--- config.mk ---
export PLATFORM = sky130hd
export DESIGN_NAME = cpu_register_capture_injector_top
export DESIGN_NICKNAME = d
export VERILOG_FILES = /design/src/hw/rtl/cri_pkg.sv /design/src/hw/rtl/cri_core.sv /design/src/hw/rtl/cpu_register_capture_injector_top.sv
export SDC_FILE = /design/constraint.sdc
export NUM_CORES = 1
export LEC_CHECK = 0
export BUFFER_PORTS_ARGS = -buffer_cell sky130_fd_sc_hd__buf_2
export CORE_UTILIZATION = 50
export DETAILED_ROUTE_END_ITERATION = 8
export PLACE_DENSITY = 0.77
export SLEW_MARGIN = 40
export SYNTH_ARGS = -nofsm -noshare
export SYNTH_HDL_FRONTEND = slang
export SYNTH_SLANG_ARGS = --single-unit
--- constraint.sdc ---
create_clock -name clk -period 3.1 [get_ports clk]
set_clock_uncertainty 0.15 [all_clocks]
set_input_delay 0.465 -clock clk [delete_from_list [all_inputs] [get_ports clk]]
set_output_delay 0.465 -clock clk [all_outputs]
set_load 0.005 [all_outputs]
--- src/hw/rtl/cri_pkg.sv ---
`timescale 1ns / 1ps

package cri_pkg;

  localparam int unsigned ProgLen = 36;

  // program positions with special handling
  localparam logic [5:0] POS_IDLE    = 6'd0;
  localparam logic [5:0] POS_SP_AF   = 6'd1;
  localparam logic [5:0] POS_HL_R    = 6'd4;
  localparam logic [5:0] POS_I       = 6'd7;
  localparam logic [5:0] POS_DE      = 6'd10;
  localparam logic [5:0] POS_BC      = 6'd11;
  localparam logic [5:0] POS_HL_ALT  = 6'd13;
  localparam logic [5:0] POS_DE_ALT  = 6'd14;
  localparam logic [5:0] POS_BC_ALT  = 6'd15;
  localparam logic [5:0] POS_AF_ALT  = 6'd18;
  localparam logic [5:0] POS_IX      = 6'd23;
  localparam logic [5:0] POS_IY      = 6'd27;
  localparam logic [5:0] POS_R_PATCH = 6'd28;
  localparam logic [5:0] POS_F_PATCH = 6'd32;
  localparam logic [5:0] POS_A_PATCH = 6'd33;
  localparam logic [5:0] POS_BUSREQ  = 6'd34;
  localparam logic [5:0] POS_END     = 6'(ProgLen);

  // captured register codes
  localparam logic [3:0] REG_PC     = 4'd0;
  localparam logic [3:0] REG_SP     = 4'd1;
  localparam logic [3:0] REG_AF     = 4'd2;
  localparam logic [3:0] REG_HL     = 4'd3;
  localparam logic [3:0] REG_R      = 4'd4;
  localparam logic [3:0] REG_I      = 4'd5;
  localparam logic [3:0] REG_DE     = 4'd6;
  localparam logic [3:0] REG_BC     = 4'd7;
  localparam logic [3:0] REG_HL_ALT = 4'd8;
  localparam logic [3:0] REG_DE_ALT = 4'd9;
  localparam logic [3:0] REG_BC_ALT = 4'd10;
  localparam logic [3:0] REG_AF_ALT = 4'd11;
  localparam logic [3:0] REG_IX     = 4'd12;
  localparam logic [3:0] REG_IY     = 4'd13;
  localparam logic [3:0] REG_LAST   = REG_IY;

  // index into the merged-register file
  localparam logic [1:0] MRG_AF_ALT = 2'd0;
  localparam logic [1:0] MRG_IX     = 2'd1;
  localparam logic [1:0] MRG_IY     = 2'd2;
  localparam int unsigned MrgRegs   = 3;

  localparam logic ACT_READ  = 1'b0;
  localparam logic ACT_WRITE = 1'b1;

  localparam int unsigned PayloadW = 33;
  localparam int unsigned TdataW   = 40;

  typedef struct packed {
    logic        opcode_fetch;
    logic        action;
    logic [7:0]  bus_data;
    logic [15:0] address;
  } in_item_t;

  typedef struct packed {
    logic        last;
    logic        sequence_done;
    logic        bus_request;
    logic [15:0] capture_value;
    logic [3:0]  capture_reg;
    logic        capture_valid;
    logic [7:0]  inject_byte;
    logic        inject_valid;
    logic        held;
  } result_t;

  function automatic logic [7:0] prog_byte(input logic [5:0] pos, input logic [6:0] r_byte,
                                           input logic [7:0] f_byte, input logic [7:0] a_byte);
    logic [7:0] b;
    case (pos)
      6'd0:  b = 8'hF5;
      6'd1:  b = 8'hED;
      6'd2:  b = 8'h5F;
      6'd3:  b = 8'h77;
      6'd4:  b = 8'hED;
      6'd5:  b = 8'h57;
      6'd6:  b = 8'h77;
      6'd7:  b = 8'h33;
      6'd8:  b = 8'h33;
      6'd9:  b = 8'h12;
      6'd10: b = 8'h02;
      6'd11: b = 8'hD9;
      6'd12: b = 8'h77;
      6'd13: b = 8'h12;
      6'd14: b = 8'h02;
      6'd15: b = 8'hD9;
      6'd16: b = 8'h08;
      6'd17: b = 8'hF5;
      6'd18: b = 8'h33;
      6'd19: b = 8'h33;
      6'd20: b = 8'h08;
      6'd21: b = 8'hDD;
      6'd22: b = 8'hE5;
      6'd23: b = 8'h33;
      6'd24: b = 8'h33;
      6'd25: b = 8'hFD;
      6'd26: b = 8'hE5;
      6'd27: b = 8'h3E;
      6'd28: b = {1'b0, r_byte};
      6'd29: b = 8'hED;
      6'd30: b = 8'h4F;
      6'd31: b = 8'hF1;
      6'd32: b = f_byte;
      6'd33: b = a_byte;
      6'd34: b = 8'h18;
      6'd35: b = 8'hDE;
      default: b = 8'h00;
    endcase
    return b;
  endfunction

endpackage

--- src/hw/rtl/cri_core.sv ---
`timescale 1ns / 1ps

module cri_core import cri_pkg::*; (
  input  logic     clk,
  input  logic     rst_n,
  input  logic     cfg_wr_en,
  input  logic     cfg_wr_data,
  input  logic     accept,
  input  in_item_t item,
  output result_t  res0,
  output result_t  res1,
  output logic     two_results
);

  logic        dbg_r;
  logic [5:0]  pos_r, pos_nxt;
  logic        wh_r, wh_nxt;
  logic [6:0]  rb_r, rb_nxt;
  logic [7:0]  fb_r, fb_nxt;
  logic [7:0]  ab_r, ab_nxt;
  logic [15:0] mrg_r [MrgRegs];
  logic [15:0] mrg_val;
  logic        mrg_we;
  logic [1:0]  mrg_idx;
  logic [15:0] mrg_old;
  logic [5:0]  pos_inc;
  logic [6:0]  r_val;

  assign mrg_old = mrg_r[mrg_idx];
  assign pos_inc = pos_r + 6'd1;
  assign r_val   = item.bus_data[6:0] - 7'd3;

  always_comb begin
    res0        = '0;
    res1        = '0;
    two_results = 1'b0;
    pos_nxt     = pos_r;
    wh_nxt      = wh_r;
    rb_nxt      = rb_r;
    fb_nxt      = fb_r;
    ab_nxt      = ab_r;
    mrg_we      = 1'b0;
    mrg_idx     = MRG_AF_ALT;
    mrg_val     = '0;

    case (pos_r)
      POS_AF_ALT: mrg_idx = MRG_AF_ALT;
      POS_IX:     mrg_idx = MRG_IX;
      POS_IY:     mrg_idx = MRG_IY;
      default:    mrg_idx = MRG_AF_ALT;
    endcase

    if (!dbg_r || (pos_r == POS_IDLE && (item.action == ACT_WRITE || !item.opcode_fetch))) begin
      res0.last = 1'b1;
    end else if (item.action == ACT_READ) begin
      res0.held         = 1'b1;
      res0.inject_valid = 1'b1;
      res0.inject_byte  = prog_byte(pos_r, rb_r, fb_r, ab_r);
      if (pos_r == POS_IDLE) begin
        res0.capture_valid = 1'b1;
        res0.capture_reg   = REG_PC;
        res0.capture_value = item.address;
      end
      wh_nxt           = 1'b0;
      pos_nxt          = pos_inc;
      res0.bus_request = (pos_inc == POS_BUSREQ);
      if (pos_inc >= POS_END) begin
        res0.sequence_done = 1'b1;
        pos_nxt            = POS_IDLE;
      end
      res0.last = 1'b1;
    end else begin
      res0.held = 1'b1;
      res1.held = 1'b1;
      unique case (pos_r)
        POS_SP_AF: begin
          if (!wh_r) begin
            res0.capture_valid = 1'b1;
            res0.capture_reg   = REG_SP;
            res0.capture_value = item.address + 16'd1;
            res1.capture_valid = 1'b1;
            res1.capture_reg   = REG_AF;
            res1.capture_value = {item.bus_data, 8'h00};
            ab_nxt             = item.bus_data;
            wh_nxt             = 1'b1;
            two_results        = 1'b1;
          end else begin
            res0.capture_valid = 1'b1;
            res0.capture_reg   = REG_AF;
            res0.capture_value = {ab_r, item.bus_data};
            fb_nxt             = item.bus_data;
          end
        end
        POS_HL_R: begin
          res0.capture_valid = 1'b1;
          res0.capture_reg   = REG_HL;
          res0.capture_value = item.address;
          res1.capture_valid = 1'b1;
          res1.capture_reg   = REG_R;
          res1.capture_value = {9'd0, r_val};
          rb_nxt             = r_val - 7'd2;
          two_results        = 1'b1;
        end
        POS_I: begin
          res0.capture_valid = 1'b1;
          res0.capture_reg   = REG_I;
          res0.capture_value = {8'h00, item.bus_data};
        end
        POS_DE, POS_BC, POS_HL_ALT, POS_DE_ALT, POS_BC_ALT: begin
          res0.capture_valid = 1'b1;
          res0.capture_value = item.address;
          case (pos_r)
            POS_DE:     res0.capture_reg = REG_DE;
            POS_BC:     res0.capture_reg = REG_BC;
            POS_HL_ALT: res0.capture_reg = REG_HL_ALT;
            POS_DE_ALT: res0.capture_reg = REG_DE_ALT;
            default:    res0.capture_reg = REG_BC_ALT;
          endcase
        end
        POS_AF_ALT, POS_IX, POS_IY: begin
          if (!wh_r) begin
            mrg_val = {item.bus_data, mrg_old[7:0]};
            wh_nxt  = 1'b1;
          end else begin
            mrg_val = {mrg_old[15:8], item.bus_data};
          end
          mrg_we             = 1'b1;
          res0.capture_valid = 1'b1;
          res0.capture_value = mrg_val;
          case (pos_r)
            POS_AF_ALT: res0.capture_reg = REG_AF_ALT;
            POS_IX:     res0.capture_reg = REG_IX;
            default:    res0.capture_reg = REG_IY;
          endcase
        end
        default: ;
      endcase
      if (two_results) begin
        res1.last = 1'b1;
      end else begin
        res0.last = 1'b1;
      end
    end
  end

  always_ff @(posedge clk) begin
    if (!rst_n) begin
      dbg_r <= 1'b0;
      pos_r <= POS_IDLE;
      wh_r  <= 1'b0;
      rb_r  <= '0;
      fb_r  <= '0;
      ab_r  <= '0;
      for (int i = 0; i < MrgRegs; i++) begin
        mrg_r[i] <= '0;
      end
    end else begin
      if (cfg_wr_en) begin
        dbg_r <= cfg_wr_data;
      end
      if (accept) begin
        pos_r <= pos_nxt;
        wh_r  <= wh_nxt;
        rb_r  <= rb_nxt;
        fb_r  <= fb_nxt;
        ab_r  <= ab_nxt;
        if (mrg_we) begin
          mrg_r[mrg_idx] <= mrg_val;
        end
      end
    end
  end

endmodule

--- src/hw/rtl/cpu_register_capture_injector_top.sv ---
`timescale 1ns / 1ps
// channel | ports                              | transaction
// in      | in_tvalid/in_tready/in_tdata/tuser | one stalled bus cycle
// out     | out_tvalid/out_tready/out_tdata    | one result, tlast on final one
// cfg     | cfg_wr_en/cfg_wr_data              | debug_enable write
//
// one bus cycle per clock while in_tready is high, its first result on the output the cycle after acceptance
// a write that captures two registers fills both queue entries and holds
// in_tready low while both results are queued
// rst_n clears debug enable, position, write half, restore bytes, merged registers and queue count
// in_tready is low while two results are queued, or one is queued and out_tready is low

module cpu_register_capture_injector_top import cri_pkg::*; (
  input  logic              clk,
  input  logic              rst_n,
  input  logic              cfg_wr_en,
  input  logic              cfg_wr_data,
  input  logic              in_tvalid,
  output logic              in_tready,
  input  logic [23:0]       in_tdata,   // address[15:0], bus_data[23:16]
  input  logic [1:0]        in_tuser,   // action[0], opcode_fetch[1]
  output logic              out_tvalid,
  input  logic              out_tready,
  output logic [TdataW-1:0] out_tdata,  // held, inject_valid, inject_byte, capture_valid,
                                        // capture_reg, capture_value, bus_request,
                                        // sequence_done, zero pad
  output logic              out_tlast
);

  in_item_t   item;
  result_t    res0, res1;
  logic       two_results;
  logic       accept, pop;
  logic [1:0] cnt_r, cnt_nxt;
  result_t    slot0_r, slot0_nxt;
  result_t    slot1_r, slot1_nxt;

  assign item.address      = in_tdata[15:0];
  assign item.bus_data     = in_tdata[23:16];
  assign item.action       = in_tuser[0];
  assign item.opcode_fetch = in_tuser[1];

  assign out_tvalid = (cnt_r != 2'd0);
  assign pop        = out_tvalid && out_tready;
  assign in_tready  = (cnt_r == 2'd0) || (cnt_r == 2'd1 && out_tready);
  assign accept     = in_tvalid && in_tready;

  assign out_tdata = {{(TdataW - PayloadW){1'b0}}, slot0_r[PayloadW-1:0]};
  assign out_tlast = slot0_r.last;

  cri_core u_core (
    .clk         (clk),
    .rst_n       (rst_n),
    .cfg_wr_en   (cfg_wr_en),
    .cfg_wr_data (cfg_wr_data),
    .accept      (accept),
    .item        (item),
    .res0        (res0),
    .res1        (res1),
    .two_results (two_results)
  );

  always_comb begin
    cnt_nxt   = cnt_r;
    slot0_nxt = slot0_r;
    slot1_nxt = slot1_r;
    if (accept) begin
      slot0_nxt = res0;
      slot1_nxt = res1;
      cnt_nxt   = two_results ? 2'd2 : 2'd1;
    end else if (pop) begin
      slot0_nxt = slot1_r;
      cnt_nxt   = cnt_r - 2'd1;
    end
  end

  always_ff @(posedge clk) begin
    if (!rst_n) begin
      cnt_r <= 2'd0;
    end else begin
      cnt_r <= cnt_nxt;
    end
  end

  always_ff @(posedge clk) begin
    slot0_r <= slot0_nxt;
    slot1_r <= slot1_nxt;
  end

endmodule

=== Word-level counts from Yosys, hierarchy flattened ===
Memories as Yosys holds them, arrays and structs flattened.
Cells that the tools add are included.

* $add $sub $neg: 5
* Multiply operators: 0
* Div/mod/pow operators: 0
* Magnitude comparators: 1
* Eq/ne operators: 38
* Shifts and indexed selects: 0
* Mux-type cells: 48
* Bitwise gates (word level): 3
* Reductions and logical operators: 32

{| class="wikitable"
|+ Operators with widths
! cell !! number
|-
| $pmux 8 s21 || 1
|-
| $pmux 21 s5 || 1
|-
| $eq 6x5->1 const B || 16
|-
| $mux 21 || 4
|-
| $mux 16 || 5
|-
| $mux 34 || 2
|-
| $eq 6x4->1 const B || 8
|-
| $pmux 21 s2 || 1
|-
| $mux 33 || 1
|-
| $eq 6x6->1 const B || 5
|-
| $eq 6x3->1 const B || 4
|-
| $mux 1 || 22
|-
| $add 16x1->16 const B || 1
|-
| $pmux 4 s4 || 1
|-
| $reduce_or 16->1 || 1
|-
| $reduce_or 2->1 || 7
|-
| $sub 7x2->7 const B || 2
|-
| $eq 6x2->1 const B || 2
|-
| $mux 2 || 5
|-
| $reduce_and 5->1 || 2
|-
| $mux 9 || 1
|-
| $reduce_or 3->1 || 3
|-
| $add 6x1->6 const B || 1
|-
| $eq 6x1->1 const B || 1
|-
| other kinds (20) || 30
|}

* Bits in registers: 90
* Bits in latches: 0
* Memory bits (writable): 48
* Memory bits (read-only): 0
* Word-level logic and storage cells: 149
* Memories kept: 1

{| class="wikitable"
|+ Memories
! name !! depth !! bits a word !! rd ports !! clocked after memory_dff !! write ports !! line !! text
|-
| u_core.mrg_r || 3 || 16 || 1 || 0 || 3 || cri_core.sv:21 || <nowiki>logic [15:0] mrg_r [MrgRegs];</nowiki>
|}

=== Logic depth before layout (Yosys ltp) ===
Gate-level depths: netlist (run 1).

* Depth in word-level cells: 11
* Depth in mapped cells: 10
* Depth with buffers taken out: 9

=== By module ===
Synthesis (run 1) repeated with hierarchy kept, for this count alone.

* Cells, all modules: 879
* Area total of the unflattened synthesis: 8866.0 µm²

{| class="wikitable"
|+ Modules (own cells, without submodules)
! module !! instances !! cells an instance !! area each (µm²)
|-
| cri_core || 1 || 748 || 6080.8
|-
| cpu_register_capture_injector_top || 1 || 131 || 2785.2
|}

=== Worst setup path after synthesis (run 1) ===
OpenSTA, ideal clock, no wires.

* Path kind: register to register
* Start: reg u_core.pos_r[0]
* End: mem u_core.mrg_r[0][0], enable pin
* Setup time: 0.411 ns
* Arrival: 2.675 ns
* Data required time: 2.539 ns
* Slack: -0.136 ns
* Cell stages (with the launch flop): 9
* Path buffers: 1
* Path through: dfxtp_1 inv_1 ha_1 or3b_2 o211ai_2 nor2_1 buf_2 nand2_1 o21ai_0

{| class="wikitable"
|+ RTL lines
! item !! line !! text
|-
| start, declared || cri_core.sv:16 || <nowiki>logic [5:0] pos_r, pos_nxt;</nowiki>
|-
| start signal, assigned || cri_core.sv:162 || <nowiki>pos_r <= pos_nxt;</nowiki>
|-
| end, declared || cri_core.sv:21 ||
|}

==> results.cfg, run 1 <==
[clock_tree]
worstSkewPairLatency_ns = 0.44
tritoncts = built
clkSinkCount = 134
cts-resized-gates = 0
postCtsSetupRepairBufs = 0
path_clk_slew_ns = 0.06
cts_buffer_depth = 2
cts_root_buf = clkbuf_16
hold_buffers = 0
h-tree-depth = 4
cts_made_buffers = 17

[synth]
synthCells = 852
synth-main-ff-cell = edfxtp_1
yosysWarnings = 0
synth_area_leaders = edfxtp_1 38%, dfxtp_1 8.2%, nor2_1 5.1%
synth_cell_types = 79
synthArstFlopShare_pct = 0
synth_top_area_cell = edfxtp_1
synth_area_per_cell_um2 = 9.40
synth-seq-cells = 134
ys_seq_area_share_pct = 46.1
synth_edf_count = 101
synth_top_area_share_pct = 37.9
synth_area_um2 = 8010

[global_route]
grt_pass1_vias = 6568
grt_max_degree = 37
grt-ovfl-total = 0
grt_util_all_layers_pct = 29.8
grt_pass1_wl_um = 36400
grt_antenna_before_repair = 0

[critical_path]
worstSetupPathType = flop to flop
ff2ff_path_depth = 9
path_cells = inv_1 > ha_1 > mux2i_1 > a2bb2oi_2 > nor2_2 > o41ai_4 > buf_4 > a31oi_1 > a221o_1
critPathRequiredTime_ns = 3.13
path_buf_inv = 2
path_depth = 9
ff2ff_setup_slack_ns = 0.20
crit_arrival_ns = 2.93
timing.rr.start = u_core.pos_r[0]
crit_path_start_kind = flop
crit_slowest_cell = dfxtp_1
max_stage_delay_ns = 0.39
crit_fanout = 15
end_kind = flop
r2r-end = out_tdata[24]
cp_top_family = compound AO/OA/AOI/OAI gates

[timing]
layout_setup_ws_ns = 0.195
setup_viol_count_final = 0
timing.final.hold_violations = 0
relSlewSlack_pct = 56.3
drv_slew = 0
fin_crit_sh_pct = 93.7
rsz0062_at_grt = false
tns_ns = 0
min_period_ns = 2.90
tightest_slew_ns = 0.653
fmax_mhz = 344

[route]
first_pass_iters = 7
drc = 0
totalWireLength_um = 24100
drt_iter0_markers = 939
wl_per_cell_um = 21.2
viasPerCell = 6.31
ant_nets = 0
via_count = 7172

[min_path]
min_path_cells = 3
min_to = u_core.dbg_r
min_from = cfg_wr_data
holdCritPathClass = input port to flop

[die]
die_area_um2 = 16500
core_um2 = 15400
fp.dieH_um = 129
std_cell_rows = 45
io_pins = 75
start_util_pct = 51.9
die_x_um = 129

[cells_and_area]
syn2layout_area_growth_pct = 14.9
fin_area_um2 = 9200
seq_area_um2 = 3700
multi_input_area_um2 = 3850
layout-drive-gt1-share_pct = 19.0
nNetsFinal = 953
fillers = 1327
antenna_cells = 0

[placed_design]
dp_hpwl_um = 16300
gp_congestion = 0.948
portBuffers = 67
dp_slack_ns = 0.299
place_area_um2 = 8610

[status]
status = finished, final reports clean

[power]
ir_worst_vdd_v = 0.000434
p_per_area_nw_per_um2 = 515
leakage_nw = 3.26

[job]
drv_cap = 0
cell usage in the layout (no fill, tap or decap), types with 5 or more instances in the layout:
| master | count |
|---|---|
| a31oi_1 | 21 |
| o21ai_0 | 34 |
| nand2b_1 | 13 |
| o311ai_0 | 7 |
| nand2_1 | 63 |
| buf_4 | 41 |
| mux2i_1 | 12 |
| a21oi_1 | 56 |
| or3_1 | 6 |
| nand3b_1 | 5 |
| conb_1 | 7 |
| or2_2 | 7 |
| a21o_1 | 7 |
| and3_1 | 10 |
| o211ai_1 | 14 |
| nor2b_1 | 18 |
| nor3b_1 | 9 |
| and2_1 | 15 |
| xnor2_1 | 6 |
| nand4_1 | 6 |
| a221o_1 | 17 |
| a311o_1 | 6 |
| a22oi_1 | 12 |
| edfxtp_1 | 101 |
| a221oi_1 | 8 |
| clkinv_2 | 5 |
| nor4_1 | 6 |
| clkbuf_16 | 17 |
| nand3_1 | 25 |
| buf_2 | 67 |
| dfxtp_1 | 31 |
| nor3_1 | 24 |
| xor2_1 | 9 |
| inv_1 | 25 |
| nor2_1 | 108 |
| ha_1 | 9 |
| a222oi_1 | 5 |
cell usage after synthesis (all sizes together) (4+ instances only):
cell      n
a211o     4
a211oi    4
a21o      7
a21oi    56
a221o    17
a221oi    8
a222oi    5
a22o      4
a22oi    12
a311o     6
a31oi    21
and2     19
and3     10
buf      46
clkbuf   30
dfxtp    33
edfxtp  101
ha        9
inv      27
mux2i    12
nand2    63
nand2b   13
nand3    27
nand3b    5
nand4     6
nor2    110
nor2b    19
nor3     25
nor3b    10
nor4      6
o211ai   18
o21ai    35
o311ai    7
o31ai     4
or2       8
or3       6
xnor2     6
xor2      9
kinds of logic (layout without fill, tap and decap cells):
| group | Yosys count | after routing | synth area share [%] |
|---|---|---|---|
| fa+ha+maj | 9 | 9 | 1.41 |
| buf+inv | 104 | 171 | 6.31 |
| flops | 134 | 134 | 46.1 |
| compound gates | 245 | 245 | 22.4 |
| mux | 13 | 13 | 1.64 |
| simple gates | 331 | 331 | 20.5 |
| xor+xnor | 15 | 15 | 1.64 |
| other cells | 1 | 7 | 0.0468 |
registers in the layout, summed over array words and instances, names as in the netlist:
register      flops
u_core.ab_r       8
out_tdata        33
u_core.fb_r       8
cnt_r             2
u_core.mrg_r     48
u_core.rb_r       7
out_tlast         1
u_core.dbg_r      1
slot1_r          19
u_core.wh_r       1
u_core.pos_r      6
worst min-delay path, delay by kind of cell:
family / cells / cell delay, ns
AND/OR/NAND/NOR: 1 / 0.08
multiplexers: 1 / 0.06
buffers and inverters: 1 / 0.07
power by group:
part           total, mW  leakage [nW]  internal (mW)  switching, mW
sequential          2.18          1.26           2.12         0.0576
clock               2.04         0.283           1.26          0.782
combinational      0.521          1.72          0.196          0.325
total               4.74          3.26           3.58           1.16
layer usage:
metal	up-vias	GRT usage, %	wire length, um
met2	396	45.2	10900
met1	3415	38.6	9680
met4	0	16.5	1030
met5	-	0	0
li1	3293	-	-
met3	68	8.02	2490
cell type report:
cell class | instances | area share (%)
clock buffers | 19 | 4.70
clock inverters | 13 | 1.69
inverters | 28 | 1.14
multi-input cells | 620 | 41.8
flip-flops and latches | 134 | 40.2
well taps | 211 | 2.87
repair buffers | 111 | 7.64
worst max-delay path by stage:
stage                               start            endpoint  slack (ns)
after floorplan           u_core.pos_r[0]  u_core.mrg_r[1][0]        0.29
after global placement    u_core.pos_r[0]       out_tdata[18]        0.38
after detailed placement  u_core.pos_r[0]       out_tdata[20]        0.30
after CTS                 u_core.pos_r[0]       out_tdata[24]        0.26
after global routing      u_core.pos_r[1]       out_tdata[18]        0.09
final                     u_core.pos_r[0]       out_tdata[24]        0.20
stage by stage:
step                total power [mW]  hold WS, ns  utilization [%]  instances
detailed placement              2.72        0.304             55.8       1104
global placement                2.71        0.297             55.8       1104
floorplan                       2.48        0.281                -        858
global route                    4.89        0.146             59.7       1136
finish                          4.74        0.131             59.7       1136
CTS                             4.74        0.130             59.7       1136
Note: power is estimated with default switching activity, not from simulation.
==> run 2, diff against run 1 <==
--- a/config.mk
+++ b/config.mk
@@ -8,7 +8,9 @@
 export BUFFER_PORTS_ARGS = -buffer_cell sky130_fd_sc_hd__buf_2
 export CORE_UTILIZATION = 50
 export DETAILED_ROUTE_END_ITERATION = 8
+export MAX_ROUTING_LAYER = met4
 export PLACE_DENSITY = 0.77
+export SKIP_CTS_REPAIR_TIMING = 1
 export SLEW_MARGIN = 40
 export SYNTH_ARGS = -nofsm -noshare
 export SYNTH_HDL_FRONTEND = slang
==> run 2 against run 1 <==
Worst setup slack better by 0.047 ns. Via count up 1.0%. Die area unchanged. Clock-buffer cell count down 1. Register-to-register slack better by 0.05 ns. Wire length up 0.84%. Non-clock buffer count down 4. Combinational power about the same. Sequential cell count unchanged. Highest routed layer unchanged.
==> results.cfg, run 2 (synthesized netlist as in run 1, its figures left out) <==
[clock_tree]
cts_made_buffers = 17
cts_buffer_depth = 2
tritoncts = built
path_clk_slew_ns = 0.06
cts_root_buf = clkbuf_16
clkSinkCount = 134
worstSkewPairLatency_ns = 0.43
h-tree-depth = 4

[critical_path]
crit_fanout = 25
path_cells = ha_1 > nand3b_1 > buf_4 > a21oi_1 > o311ai_0 > or2_2 > a31oi_1 > a221o_1
end_kind = flop
ff2ff_setup_slack_ns = 0.24
critPathRequiredTime_ns = 3.13
timing.rr.start = u_core.pos_r[0]
r2r-end = out_tdata[19]
ff2ff_path_depth = 8
worstSetupPathType = flop to flop
crit_slowest_cell = o311ai_0
crit_arrival_ns = 2.89
crit_path_start_kind = flop
max_stage_delay_ns = 0.57

[power]
p_per_area_nw_per_um2 = 515
power.internal_mw = 3.57
leakage_nw = 3.23
ir_worst_vdd_v = 0.000449
comb_power_share_pct = 11.0
netSwitchingFraction_pct = 24.6
pwr-share-clk_pct = 42.9
p_seq_share_pct = 46.1
p_sw_mw = 1.16

[route]
ant_nets = 0
totalWireLength_um = 24300
drt_iter0_markers = 980
drc = 0
viasPerCell = 6.40
wl_per_cell_um = 21.4
via_count = 7245
first_pass_iters = 8

[min_path]
min_from = cfg_wr_data
min_path_cells = 3
holdCritPathClass = input port to flop
min_to = u_core.dbg_r

[die]
core_um2 = 15400
fp.dieH_um = 129
io_pins = 75
die_area_um2 = 16500
die_x_um = 129
std_cell_rows = 45
start_util_pct = 51.9

[cells_and_area]
final_cell_mix = 108 x nor2_1, 101 x edfxtp_1, 67 x buf_2
regMostFlops = u_core.mrg_r
largest_register_ff_count = 48
layout_commonest_cell = nor2_1
syn2layout_area_growth_pct = 14.8
nNetsFinal = 949
stdcell_count = 1132
antenna_cells = 0
layout-drive-gt1-share_pct = 18.6

[timing]
tightest_slew_ns = 0.635
rsz0062_at_grt = false
timing.final.hold_violations = 0
setup_viol_count_final = 0
tns_ns = 0
relSlewSlack_pct = 57.1
fin_crit_sh_pct = 92.2
drv_slew = 0
min_period_ns = 2.86
fmax_mhz = 350

[global_route]
grt_antenna_before_repair = 0
grt_pass1_wl_um = 36500
grt_pass1_vias = 6481
grt_util_all_layers_pct = 30.8
grt_max_degree = 49
grt-ovfl-total = 0

[placed_design]
dpl.cell_count = 1100
dp_hpwl_um = 16500
portBuffers = 67
gp_congestion = 0.928

[job]
drv_cap = 0

[status]
status = finished, final reports clean
run 2: changes by cell type in the layout (fill, tap and decap cells not counted), sizes merged:
cell      change
inv           -1
clkinvlp      +1
buf           -4
clkinv        +1
clkbuf        -1
run 2: power groups by stage:
stage	sequential, mW	combinational, mW	clock (mW)
after global routing	2.20	0.562	2.11
after floorplan	2.21	0.262	0
after global placement	2.22	0.503	0
final	2.19	0.519	2.03
after CTS	2.18	0.511	2.04
after detailed placement	2.22	0.507	0
run 2: routing by layer:
layer | share of wire (%) | GRT usage, %
met1 | 40 | 40.2
met2 | 47 | 46.4
met3 | 11 | 7.19
met4 | 2.7 | 12.1
met5 | 0 | -
run 2: stage by stage:
step	power [mW]	setup slack [ns]	hold WS [ns]	cell area [um2]	util (%)
CTS	4.73	0.278	0.131	9200	59.6
global route	4.87	0.160	0.161	9200	59.6
floorplan	2.48	0.287	0.281	8030	-
finish	4.74	0.242	0.129	9200	59.6
detailed placement	2.72	0.312	0.311	8610	55.8
global placement	2.72	0.333	0.303	8610	55.8
run 2: how the worst max path moves through the flow:
stage | startpoint | endpoint | depth (start not counted)
2_1_floorplan | u_core.pos_r[0] | u_core.mrg_r[1][0] | 9
3_3_place_gp | u_core.pos_r[0] | out_tdata[19] | 8
3_5_place_dp | u_core.pos_r[0] | out_tdata[19] | 8
4_1_cts | u_core.pos_r[0] | out_tdata[19] | 8
5_1_grt | u_core.pos_r[0] | out_tdata[19] | 8
6_report | u_core.pos_r[0] | out_tdata[19] | 8
run 2: area by class of cell:
type	instances	area, um2
inverter	28	105
tap	211	264
clock inverter	14	160
clock buffer	18	429
multi-input combinational	620	3850
timing repair buffer	107	698
sequential	134	3700
fill	1308	6230
run 2: critical path: cells and delay by family (launching register included):
family                     cells  cell delay [ns]
AOI/OAI and AO/OA              4             1.04
and+or+nand+nor                2             0.42
adders and majority gates      1             0.36
DFF                            1             0.34
buffers and inverters          1             0.29
